===== config.mk =====
export PLATFORM = sky130hd
export DESIGN_NAME = joystick_frame_parser_unit
export DESIGN_NICKNAME = d
export VERILOG_FILES = /design/src/sv/jfp_pkg.sv /design/src/sv/jfp_frame_fsm.sv /design/src/sv/jfp_speed_map.sv /design/src/sv/joystick_frame_parser_unit.sv
export SDC_FILE = /design/constraint.sdc
export NUM_CORES = 1
export LEC_CHECK = 0
export ABC_CLOCK_PERIOD_IN_PS = 10250
export CORE_ASPECT_RATIO = 1.75
export CORE_MARGIN = 3
export CORE_UTILIZATION = 35
export DETAILED_ROUTE_END_ITERATION = 16
export DONT_BUFFER_PORTS = 1
export HOLD_SLACK_MARGIN = 0.02
export SLEW_MARGIN = 20
export SYNTH_ARGS = -nofsm -noshare
export SYNTH_HDL_FRONTEND = slang
export SYNTH_HIERARCHICAL = 1
export SYNTH_SLANG_ARGS = --single-unit

===== constraint.sdc =====
create_clock -name clk -period 10.25 [get_ports clk]
set_input_delay 2.05 -clock clk [delete_from_list [all_inputs] [get_ports clk]]
set_output_delay 2.05 -clock clk [all_outputs]
set_load 0.02 [all_outputs]

===== src/sv/jfp_pkg.sv =====
// ----------------------------------------------------------------------------
// jfp_pkg
// Shared types and constants for the joystick frame parser.
// ----------------------------------------------------------------------------
package jfp_pkg;

  localparam int ByteW  = 8;
  localparam int WordW  = 16;
  localparam int SpeedW = 11;
  localparam int CountW = 4;
  localparam int WordCnt = 3;

  localparam logic [ByteW-1:0]  HdrA = 8'hAA;
  localparam logic [ByteW-1:0]  HdrB = 8'h55;

  localparam logic [CountW-1:0] CntFirst = 4'd1;
  localparam logic [CountW-1:0] DataPos  = 4'd2;
  localparam logic [CountW-1:0] CheckPos = 4'd8;
  localparam logic [CountW-1:0] CntZero  = 4'd0;

  localparam int AdcMid    = 2048;
  localparam int DeadBand  = 100;
  localparam int FullSpeed = 1000;
  localparam int Span      = AdcMid - DeadBand;

  localparam int AdcW = 12;
  localparam int OffW = AdcW + 1;
  localparam int MagW = 11;

  // q = floor(m * FullSpeed / Span) == (m * MapMul) >> MapShift for m <= Span
  localparam int MapShift = 24;
  localparam longint MapNum = longint'(FullSpeed) <<< MapShift;
  localparam longint MapMulL = (MapNum + longint'(Span) - 1) / longint'(Span);
  localparam int MapMulW = 24;
  localparam logic [MapMulW-1:0] MapMul = MapMulW'(MapMulL);
  localparam int ProdW = MagW + MapMulW;

  typedef enum logic [1:0] {
    PS_HUNT = 2'd0,
    PS_HDR2 = 2'd1,
    PS_DATA = 2'd2
  } parse_state_t;

  typedef logic [WordCnt-1:0][WordW-1:0] word_arr_t;

  typedef struct packed {
    logic      chk_ok;
    word_arr_t words;
  } frame_t;

endpackage


===== src/sv/jfp_frame_fsm.sv =====
// ----------------------------------------------------------------------------
// jfp_frame_fsm
// Header hunt, running checksum and ADC word assembly, one byte per step.
// ----------------------------------------------------------------------------
module jfp_frame_fsm import jfp_pkg::*; (
  input  logic             clk,
  input  logic             rst_n,
  input  logic             step,
  input  logic [ByteW-1:0] rx_byte,
  output frame_t           frame
);

  parse_state_t      state_r, state_nxt;
  logic [CountW-1:0] count_r, count_nxt;
  logic [ByteW-1:0]  sum_r, sum_nxt;
  word_arr_t         words_r;
  logic              wr_en;
  logic [1:0]        wr_idx;
  logic              wr_hi;
  logic [CountW-1:0] cnt_off;

  always_ff @(posedge clk) begin
    if (!rst_n) begin
      state_r <= PS_HUNT;
      count_r <= CntZero;
      sum_r   <= '0;
    end else if (step) begin
      state_r <= state_nxt;
      count_r <= count_nxt;
      sum_r   <= sum_nxt;
    end
  end

  always_ff @(posedge clk) begin
    for (int i = 0; i < WordCnt; i++) begin
      if (step && wr_en && (wr_idx == 2'(i))) begin
        words_r[i] <= wr_hi ? {rx_byte, words_r[i][ByteW-1:0]} : {{ByteW{1'b0}}, rx_byte};
      end
    end
  end

  // next state
  always_comb begin
    state_nxt = state_r;
    count_nxt = count_r;
    sum_nxt   = sum_r;
    unique case (state_r)
      PS_HUNT: begin
        if (rx_byte == HdrA) begin
          sum_nxt   = rx_byte;
          count_nxt = CntFirst;
          state_nxt = PS_HDR2;
        end
      end
      PS_HDR2: begin
        if (rx_byte == HdrB) begin
          sum_nxt   = sum_r + rx_byte;
          count_nxt = DataPos;
          state_nxt = PS_DATA;
        end else if (rx_byte == HdrA) begin
          sum_nxt   = rx_byte;
          count_nxt = CntFirst;
        end else begin
          state_nxt = PS_HUNT;
        end
      end
      PS_DATA: begin
        if (count_r >= DataPos && count_r < CheckPos) begin
          sum_nxt   = sum_r + rx_byte;
          count_nxt = count_r + CntFirst;
        end else if (count_r < DataPos) begin
          count_nxt = DataPos;
          state_nxt = PS_HUNT;
        end else begin
          count_nxt = CntZero;
          state_nxt = PS_HUNT;
        end
      end
      default: state_nxt = PS_HUNT;
    endcase
  end

  // outputs
  always_comb begin
    cnt_off      = count_r - DataPos;
    wr_idx       = cnt_off[2:1];
    wr_hi        = count_r[0];
    wr_en        = 1'b0;
    frame.chk_ok = 1'b0;
    unique case (state_r)
      PS_DATA: begin
        wr_en        = (count_r >= DataPos) && (count_r < CheckPos);
        frame.chk_ok = (count_r >= CheckPos) && (sum_r == rx_byte);
      end
      default: ;
    endcase
    frame.words = words_r;
  end

endmodule


===== src/sv/jfp_speed_map.sv =====
// ----------------------------------------------------------------------------
// jfp_speed_map
// Clamps one ADC word, applies the deadzone and scales it to a signed speed.
// ----------------------------------------------------------------------------
module jfp_speed_map import jfp_pkg::*; (
  input  logic [WordW-1:0]         word,
  output logic signed [SpeedW-1:0] speed
);

  logic [AdcW-1:0]        adc;
  logic signed [OffW-1:0] off;
  logic                   pos, neg;
  logic [OffW-1:0]        mag_full;
  logic [MagW-1:0]        mag;
  logic [ProdW-1:0]       prod;
  logic [SpeedW-1:0]      q;

  always_comb begin
    adc = (word > WordW'((1 << AdcW) - 1)) ? {AdcW{1'b1}} : word[AdcW-1:0];
    off = signed'({1'b0, adc}) - OffW'(AdcMid);
    pos = off > OffW'(DeadBand);
    neg = off < -OffW'(DeadBand);
    if (pos) begin
      mag_full = off - OffW'(DeadBand);
    end else if (neg) begin
      mag_full = -(off + OffW'(DeadBand));
    end else begin
      mag_full = '0;
    end
    mag  = mag_full[MagW-1:0];
    prod = ProdW'(mag) * ProdW'(MapMul);
    q    = prod[MapShift +: SpeedW];
    speed = neg ? -signed'(q) : signed'(q);
  end

endmodule


===== src/sv/joystick_frame_parser_unit.sv =====
// ----------------------------------------------------------------------------
// joystick_frame_parser_unit
// Byte-stream frame parser producing three joystick speeds per good frame.
// ----------------------------------------------------------------------------
// Result path: byte stage register, then output register with the speeds.
// Throughput: one byte per cycle; the byte stage stalls only while a finished
//   result waits in the output register and the next byte completes a good
//   frame.
// Reset clears the parse state, byte count, running sum and both valid flags;
//   the assembled ADC words hold their value until overwritten.
// ----------------------------------------------------------------------------
module joystick_frame_parser_unit import jfp_pkg::*; (
  input  logic                     clk,
  input  logic                     rst_n,
  input  logic                     in_valid,
  output logic                     in_ready,
  input  logic [ByteW-1:0]         in_rx_byte,
  output logic                     out_valid,
  input  logic                     out_ready,
  output logic signed [SpeedW-1:0] out_speed_x,
  output logic signed [SpeedW-1:0] out_speed_y,
  output logic signed [SpeedW-1:0] out_turn_rate
);

  logic                     s1_v_r, s1_v_nxt;
  logic [ByteW-1:0]         s1_byte_r;
  logic                     s1_go;
  logic                     emit;
  frame_t                   frame;
  logic signed [SpeedW-1:0] spd_x, spd_y, spd_t;
  logic                     out_v_r, out_v_nxt;
  logic signed [SpeedW-1:0] sx_r, sy_r, st_r;

  jfp_frame_fsm u_fsm (
    .clk     (clk),
    .rst_n   (rst_n),
    .step    (s1_go),
    .rx_byte (s1_byte_r),
    .frame   (frame)
  );

  jfp_speed_map u_map_x (.word(frame.words[0]), .speed(spd_x));
  jfp_speed_map u_map_y (.word(frame.words[1]), .speed(spd_y));
  jfp_speed_map u_map_t (.word(frame.words[2]), .speed(spd_t));

  always_comb begin
    emit     = s1_v_r && frame.chk_ok;
    s1_go    = s1_v_r && (!frame.chk_ok || !out_v_r || out_ready);
    in_ready = !s1_v_r || s1_go;
    if (in_valid && in_ready) begin
      s1_v_nxt = 1'b1;
    end else if (s1_go) begin
      s1_v_nxt = 1'b0;
    end else begin
      s1_v_nxt = s1_v_r;
    end
    if (s1_go && emit) begin
      out_v_nxt = 1'b1;
    end else if (out_ready) begin
      out_v_nxt = 1'b0;
    end else begin
      out_v_nxt = out_v_r;
    end
  end

  always_ff @(posedge clk) begin
    if (!rst_n) begin
      s1_v_r  <= 1'b0;
      out_v_r <= 1'b0;
    end else begin
      s1_v_r  <= s1_v_nxt;
      out_v_r <= out_v_nxt;
    end
  end

  always_ff @(posedge clk) begin
    if (in_valid && in_ready) begin
      s1_byte_r <= in_rx_byte;
    end
    if (s1_go && emit) begin
      sx_r <= spd_x;
      sy_r <= spd_y;
      st_r <= spd_t;
    end
  end

  assign out_valid     = out_v_r;
  assign out_speed_x   = sx_r;
  assign out_speed_y   = sy_r;
  assign out_turn_rate = st_r;

endmodule


Yosys cells after proc, flatten, opt, wreduce, memory -nomap -nowiden
Index checks and enable logic that the tools add are counted.

Word-level logic and storage cells: 120. Output and inout port bits: 35. Flip-flop bits (word level): 105. Input port bits: 12.

Reduce and logical (&&, ||, !) cells: 27. $mul: 3. Order comparisons: 13. Bitwise gates (word level): 1. Equal/unequal tests: 11. Mux-type cells: 32. Add/subtract/negate cells: 18.

Operators by type and width (count): $mul A11 B23 Y34 const B (3); $mux W11 (9); $neg A11 Y11 (6); $gt A16 B12 Y1 const B (3); $gt A13 B8 Y1 const B (3); $lt A13 B8 Y1 const B (3); $sub A12 B12 Y13 const B (3); $mux W12 (3); $add A11 B8 Y11 const B (3); $sub A11 B8 Y11 const B (3); $mux W8 (3); $pmux W8 S3 (1); $mux W4 (3); $pmux W4 S3 (1); $logic_and A1 B1 Y1 (10); $mux W2 (5); $add A8 B8 Y8 (1); $eq A8 B7 Y1 const B (1); $eq A8 B8 Y1 (1); $eq A8 B8 Y1 const B (1); $reduce_and A2 Y1 (4); $mux W1 (6); $pmux W2 S3 (1); $add A4 B1 Y4 const B (1); other kinds (18) (27).

Depth between registers and ports, before layout
Depth in word-level cells: 10. Gate-level depth with buffers: 38. Mapped depth without buffers: 37.

Modules after synthesis
Netlist, hierarchy kept.

By module, submodules not included: jfp_speed_map at u_map_y (area each 4578.1 um^2, sequential area each 0.0 um^2, cells each 545, instances 1); jfp_speed_map at u_map_x (area each 4553.1 um^2, sequential area each 0.0 um^2, cells each 548, instances 1); jfp_speed_map at u_map_t (area each 4498.1 um^2, sequential area each 0.0 um^2, cells each 524, instances 1); jfp_frame_fsm (area each 2680.1 um^2, sequential area each 1721.7 um^2, cells each 202, instances 1); joystick_frame_parser_unit (area each 1348.8 um^2, sequential area each 1271.2 um^2, cells each 53, instances 1).

Least setup slack after synthesis
OpenSTA, ideal clock, no wires.

Path kind: reg-to-reg. Start: register u_fsm.words_r, in the netlist u_fsm/frame[14]. End: register sx_r[7], in the netlist out_speed_x[7], data pin. Path buffers: 2. Library setup time: 0.266 ns. Data required time: 9.984 ns. Path slack: 2.078 ns. Data arrival time: 7.906 ns. Clock period less this slack: 8.172 ns. Cell stages (with the launch flop): 31. Cells stage by stage: edfxtp_1 nor4_1 clkbuf_1 nand2b_1 ha_1 nor2b_1 a221oi_1 o31ai_1 o22ai_1 nand2_1 o21ai_0 ha_1 inv_1 fa_1 inv_1 fa_1 fa_1 inv_1 fa_1 inv_1 ha_1 a211oi_2 nand2_1 o311a_1 o31a_1 or2_4 xor2_2 or4_1 buf_2 o31ai_2 xor2_1.

Word-level cells in the longest chain between the ends: 10. Elaborated cells on any way between the ends: 13. Those cells by class: add/sub: 5; mul: 1; order compare: 3; mux: 4.

RTL lines: start, declared (RTL line jfp_frame_fsm.sv:16) `word_arr_t words_r;`; start signal, assigned by index (RTL line jfp_frame_fsm.sv:37) `words_r[i] <= wr_hi ? {rx_byte, words_r[i][ByteW-1:0]} : {{ByteW{1'b0}}, rx_byte};`; $gt A16 B12 Y1 (*) (RTL line jfp_speed_map.sv:19) `adc = (word > WordW'((1 << AdcW) - 1)) ? {AdcW{1'b1}} : word[AdcW-1:0];`; $mux W12 (*) (RTL line jfp_speed_map.sv:19); $sub A12 B12 Y13 (*) (RTL line jfp_speed_map.sv:20) `off = signed'({1'b0, adc}) - OffW'(AdcMid);`; $add A11 B8 Y11 (RTL line jfp_speed_map.sv:26) `mag_full = -(off + OffW'(DeadBand));`; $neg A11 Y11 (RTL line jfp_speed_map.sv:26); $mux W11 (RTL line jfp_speed_map.sv:25) `end else if (neg) begin`; $mux W11 (RTL line jfp_speed_map.sv:23) `if (pos) begin`; $mul A11 B23 Y34 (RTL line jfp_speed_map.sv:31) `prod = ProdW'(mag) * ProdW'(MapMul);`; $neg A11 Y11 (RTL line jfp_speed_map.sv:33) `speed = neg ? -signed'(q) : signed'(q);`; $mux W11 (*) (RTL line jfp_speed_map.sv:33); via spd_x[7] (RTL line joystick_frame_parser_unit.sv:30) `logic signed [SpeedW-1:0] spd_x, spd_y, spd_t;`; end signal, assigned (RTL line joystick_frame_parser_unit.sv:81) `sx_r <= spd_x;`; end, declared (RTL line joystick_frame_parser_unit.sv:32) `logic signed [SpeedW-1:0] sx_r, sy_r, st_r;`.

The timed path passes the listed nets; every way through them passes the cells marked *. A chain may end at the register's enable or synchronous reset.

Worst setup path after layout
Start: register u_fsm.words_r, in the netlist u_fsm/frame[28]. End: register sy_r[9], in the netlist out_speed_y[9], data pin.

Word-level cells in the longest chain between the ends: 10. Elaborated cells on any way between the ends: 13. Those cells by class: add/sub: 5; mul: 1; order compare: 3; mux: 4.

RTL lines: $gt A16 B12 Y1 (*) (RTL line jfp_speed_map.sv:19); $mux W12 (*) (RTL line jfp_speed_map.sv:19); $sub A12 B12 Y13 (*) (RTL line jfp_speed_map.sv:20); $add A11 B8 Y11 (RTL line jfp_speed_map.sv:26); $neg A11 Y11 (RTL line jfp_speed_map.sv:26); $mux W11 (RTL line jfp_speed_map.sv:25); $mux W11 (RTL line jfp_speed_map.sv:23); $mul A11 B23 Y34 (RTL line jfp_speed_map.sv:31); $neg A11 Y11 (RTL line jfp_speed_map.sv:33); $mux W11 (*) (RTL line jfp_speed_map.sv:33); via spd_y[9] (RTL line joystick_frame_parser_unit.sv:30); end signal, assigned (RTL line joystick_frame_parser_unit.sv:82) `sy_r <= spd_y;`; end, declared (RTL line joystick_frame_parser_unit.sv:32).

Marked as above.

==> results.py <==
metrics = {
    "run_status": {
        "status": "completed",
    },
    "timing": {
        "fin_skew_ns": 0.0101,
        "setup_viol": 0,
        "slew_viol_final": 0,
        "fmax_mhz": 105,
        "slew_headroom": 0.265,
        "rsz0062_at_grt": "no",
        "fin_crit_sh": 0.932,
        "setup-tns-final_ns": 0,
        "worstMarginPinSlew_ns": 1.09,
        "finalWorstPathRequiredPeriod_ns": 9.55,
        "hold_viol_final": 0,
    },
    "logic_synthesis": {
        "synthesis.area_sq_um": 17700,
        "ys_warn_count": 6,
        "synth_seq_area_share": 0.169,
        "async_flop_share": 0,
        "synth.avg_cell_area_sq_um": 9.43,
        "yosysUniqueCellTypes": 111,
        "syn-num-nets": 2381,
        "syn_inst": 1872,
        "synth-edff-count": 89,
        "yosys_register_bits": 105,
        "synthFlopType": "edfxtp_1",
    },
    "floorplanning": {
        "io_pins": 47,
        "start_util": 0.355,
        "die-area_sq_um": 53300,
        "fp.dieW_microns": 176,
        "rows": 108,
        "die_y_microns": 303,
        "core_sq_um": 49700,
    },
    "route": {
        "drt_iter0_markers": 600,
        "drt-pass1-iter-count": 5,
        "wire_per_inst_microns": 17.7,
        "route.vias.total": 13300,
        "drt-total-wl_microns": 44800,
        "route.antenna.remaining_nets": 0,
        "drc": 0,
        "avgViaCountPerCell": 5.27,
    },
    "clock_tree": {
        "cts_sinks": 105,
        "cts_max_level": 3,
        "cts_buffers": 9,
        "clockRootBuffer": "clkbuf_16",
        "cts.repair.resized": 0,
        "post_cts_buffers": 0,
        "cts.path.max_buffers": 2,
        "clock_latency_ns": 0.38,
        "cts.clk_slew.worst_paths_ns": 0.08,
        "cts_hold_buf": 0,
        "cts_tree": "built",
    },
    "critical_path": {
        "cpPeakStageDelay_ns": 0.84,
        "cp_max_fo": 14,
        "critPathRequiredTime_ns": 10.38,
        "worstPathArrival_ns": 9.69,
        "endpoint_kind": "flop",
        "cpMostUsedCell": "fa_1",
        "critPathSlowestCell": "a211oi_1",
        "worstSetupStartpointType": "flop",
        "crit_type": "reg -> reg",
    },
    "final_layout": {
        "drive_gt1_frac": 0.0509,
        "final_nets": 2371,
        "final_cell_mix": "428 x inv_1, 301 x ha_1, 196 x fa_1",
        "post-route-util": 0.378,
        "fin_cells": 2527,
        "area_delta_synth_final_pct": 6.53,
        "insertedDiodeCount": 0,
        "num-fill-cells": 5109,
        "layout_commonest_cell": "inv_1",
    },
    "power": {
        "leakagePower_nw": 8.70,
        "powerDensity_nw_per_um2": 45.9,
        "vdd_ir_drop_max_uv": 152,
        "total_power_mw": 0.864,
    },
    "place": {
        "placed_cells": 2510,
        "gp_congestion": 0.936,
        "dp_hpwl_microns": 38700,
        "io_buffers": 0,
    },
    "grt": {
        "grt_max_degree": 34,
        "grt_util_all_layers": 0.173,
        "overflow": 0,
        "grt_pass1_vias": 14600,
        "grt_antenna_before_repair": 0,
        "grt_pass1_wl_microns": 73500,
    },
    "min_path": {
        "hold_path.class": "reg -> reg",
    },
    "run": {
        "drv_cap": 0,
    },
}
[through the flow]
step	hold WS (ns)	area (sq um)	setup slack [ns]
2_1_floorplan	0.443	17700	2.08
3_3_place_gp	0.453	18400	0.753
3_5_place_dp	0.467	18400	0.782
4_1_cts	0.480	18800	0.745
5_1_grt	0.508	18800	0.397
6_report	0.479	18800	0.695
[synth_stat cells, types with 10 or more instances]
| master | count | area (sq um) |
|---|---|---|
| edfxtp_1 | 89 | 2670 |
| nor2b_1 | 10 | 62.6 |
| o31ai_1 | 11 | 82.6 |
| fa_1 | 196 | 3920 |
| nand4_1 | 10 | 62.6 |
| a21oi_1 | 75 | 375 |
| nand3_1 | 35 | 175 |
| xnor2_1 | 40 | 350 |
| nand2b_1 | 18 | 113 |
| nor3_1 | 26 | 130 |
| a31oi_1 | 10 | 62.6 |
| clkbuf_1 | 26 | 97.6 |
| xor2_1 | 31 | 272 |
| nand2_1 | 91 | 342 |
| a21o_1 | 17 | 128 |
| nor2_1 | 87 | 327 |
| inv_1 | 428 | 1610 |
| ha_1 | 301 | 3770 |
| o211ai_1 | 13 | 97.6 |
| a211oi_1 | 21 | 158 |
| o21ai_0 | 73 | 365 |
| dfxtp_1 | 16 | 320 |
| and2_1 | 18 | 113 |
[cells by family after synthesis]
family | synth area share
AO/OA/AOI/OAI | 0.145
multiplexers | 0.00113
XOR/XNOR | 0.0371
adder cells (fa/ha/maj) | 0.435
flip-flops | 0.169
buffers and inverters | 0.101
AND/OR/NAND/NOR | 0.111
[final timing paths]
path / from / to / slack, ns / depth (start not counted)
hold reg to reg: u_fsm/sum_r[0] / u_fsm/sum_r[0] / 0.48 / 2
setup / recovery: u_fsm/frame[28] / out_speed_y[9] / 0.70 / 27
hold / removal: u_fsm/sum_r[0] / u_fsm/sum_r[0] / 0.48 / 2
setup reg to reg: u_fsm/frame[28] / out_speed_y[9] / 0.70 / 27
[layout make-up]
type	instances	area, sq um	share of cell area
well taps	660	826	0.0439
flip-flops and latches	105	2990	0.159
inverters	433	1630	0.0864
multi-input cells	1300	12900	0.687
clock buffers	9	225	0.0120
repair buffers	13	118	0.00625
clock inverters	7	110	0.00585
[worst max-delay path: cells and delay by family, from the launching register on]
| family | cells | cell delay [ns] |
|---|---|---|
| buffers and inverters | 3 | 0.21 |
| xor gates and xnor gates | 1 | 0.13 |
| adders and majority gates | 7 | 3.17 |
| and+or+nand+nor | 7 | 2.45 |
| DFF | 1 | 0.40 |
| AOI/OAI and AO/OA | 9 | 2.94 |
[power breakdown]
part | internal [mW] | leakage, nW | switching, mW | total, mW
clock | 0.199 | 0.162 | 0.180 | 0.380
combinational | 0.00616 | 7.65 | 0.00776 | 0.0139
sequential | 0.462 | 0.888 | 0.00817 | 0.470
[layer usage]
metal,up-vias,global-route usage,part of all wire
met2,254,0.360,0.58
met1,6606,0.165,0.34
li1,6334,-,-
met3,119,0.00899,0.016
met5,-,0,0
met4,0,0.0936,0.055
[flip-flops by register name (all words and copies together) (netlist names)]
register	flops
u_fsm/frame	48
out_speed_x	11
out_speed_y	11
out_turn_rate	11
s1_byte_r	8
u_fsm/sum_r	8
u_fsm/count_r	4
u_fsm/state_r	2
out_valid	1
s1_v_r	1
Power figures use the tool's default switching activity.
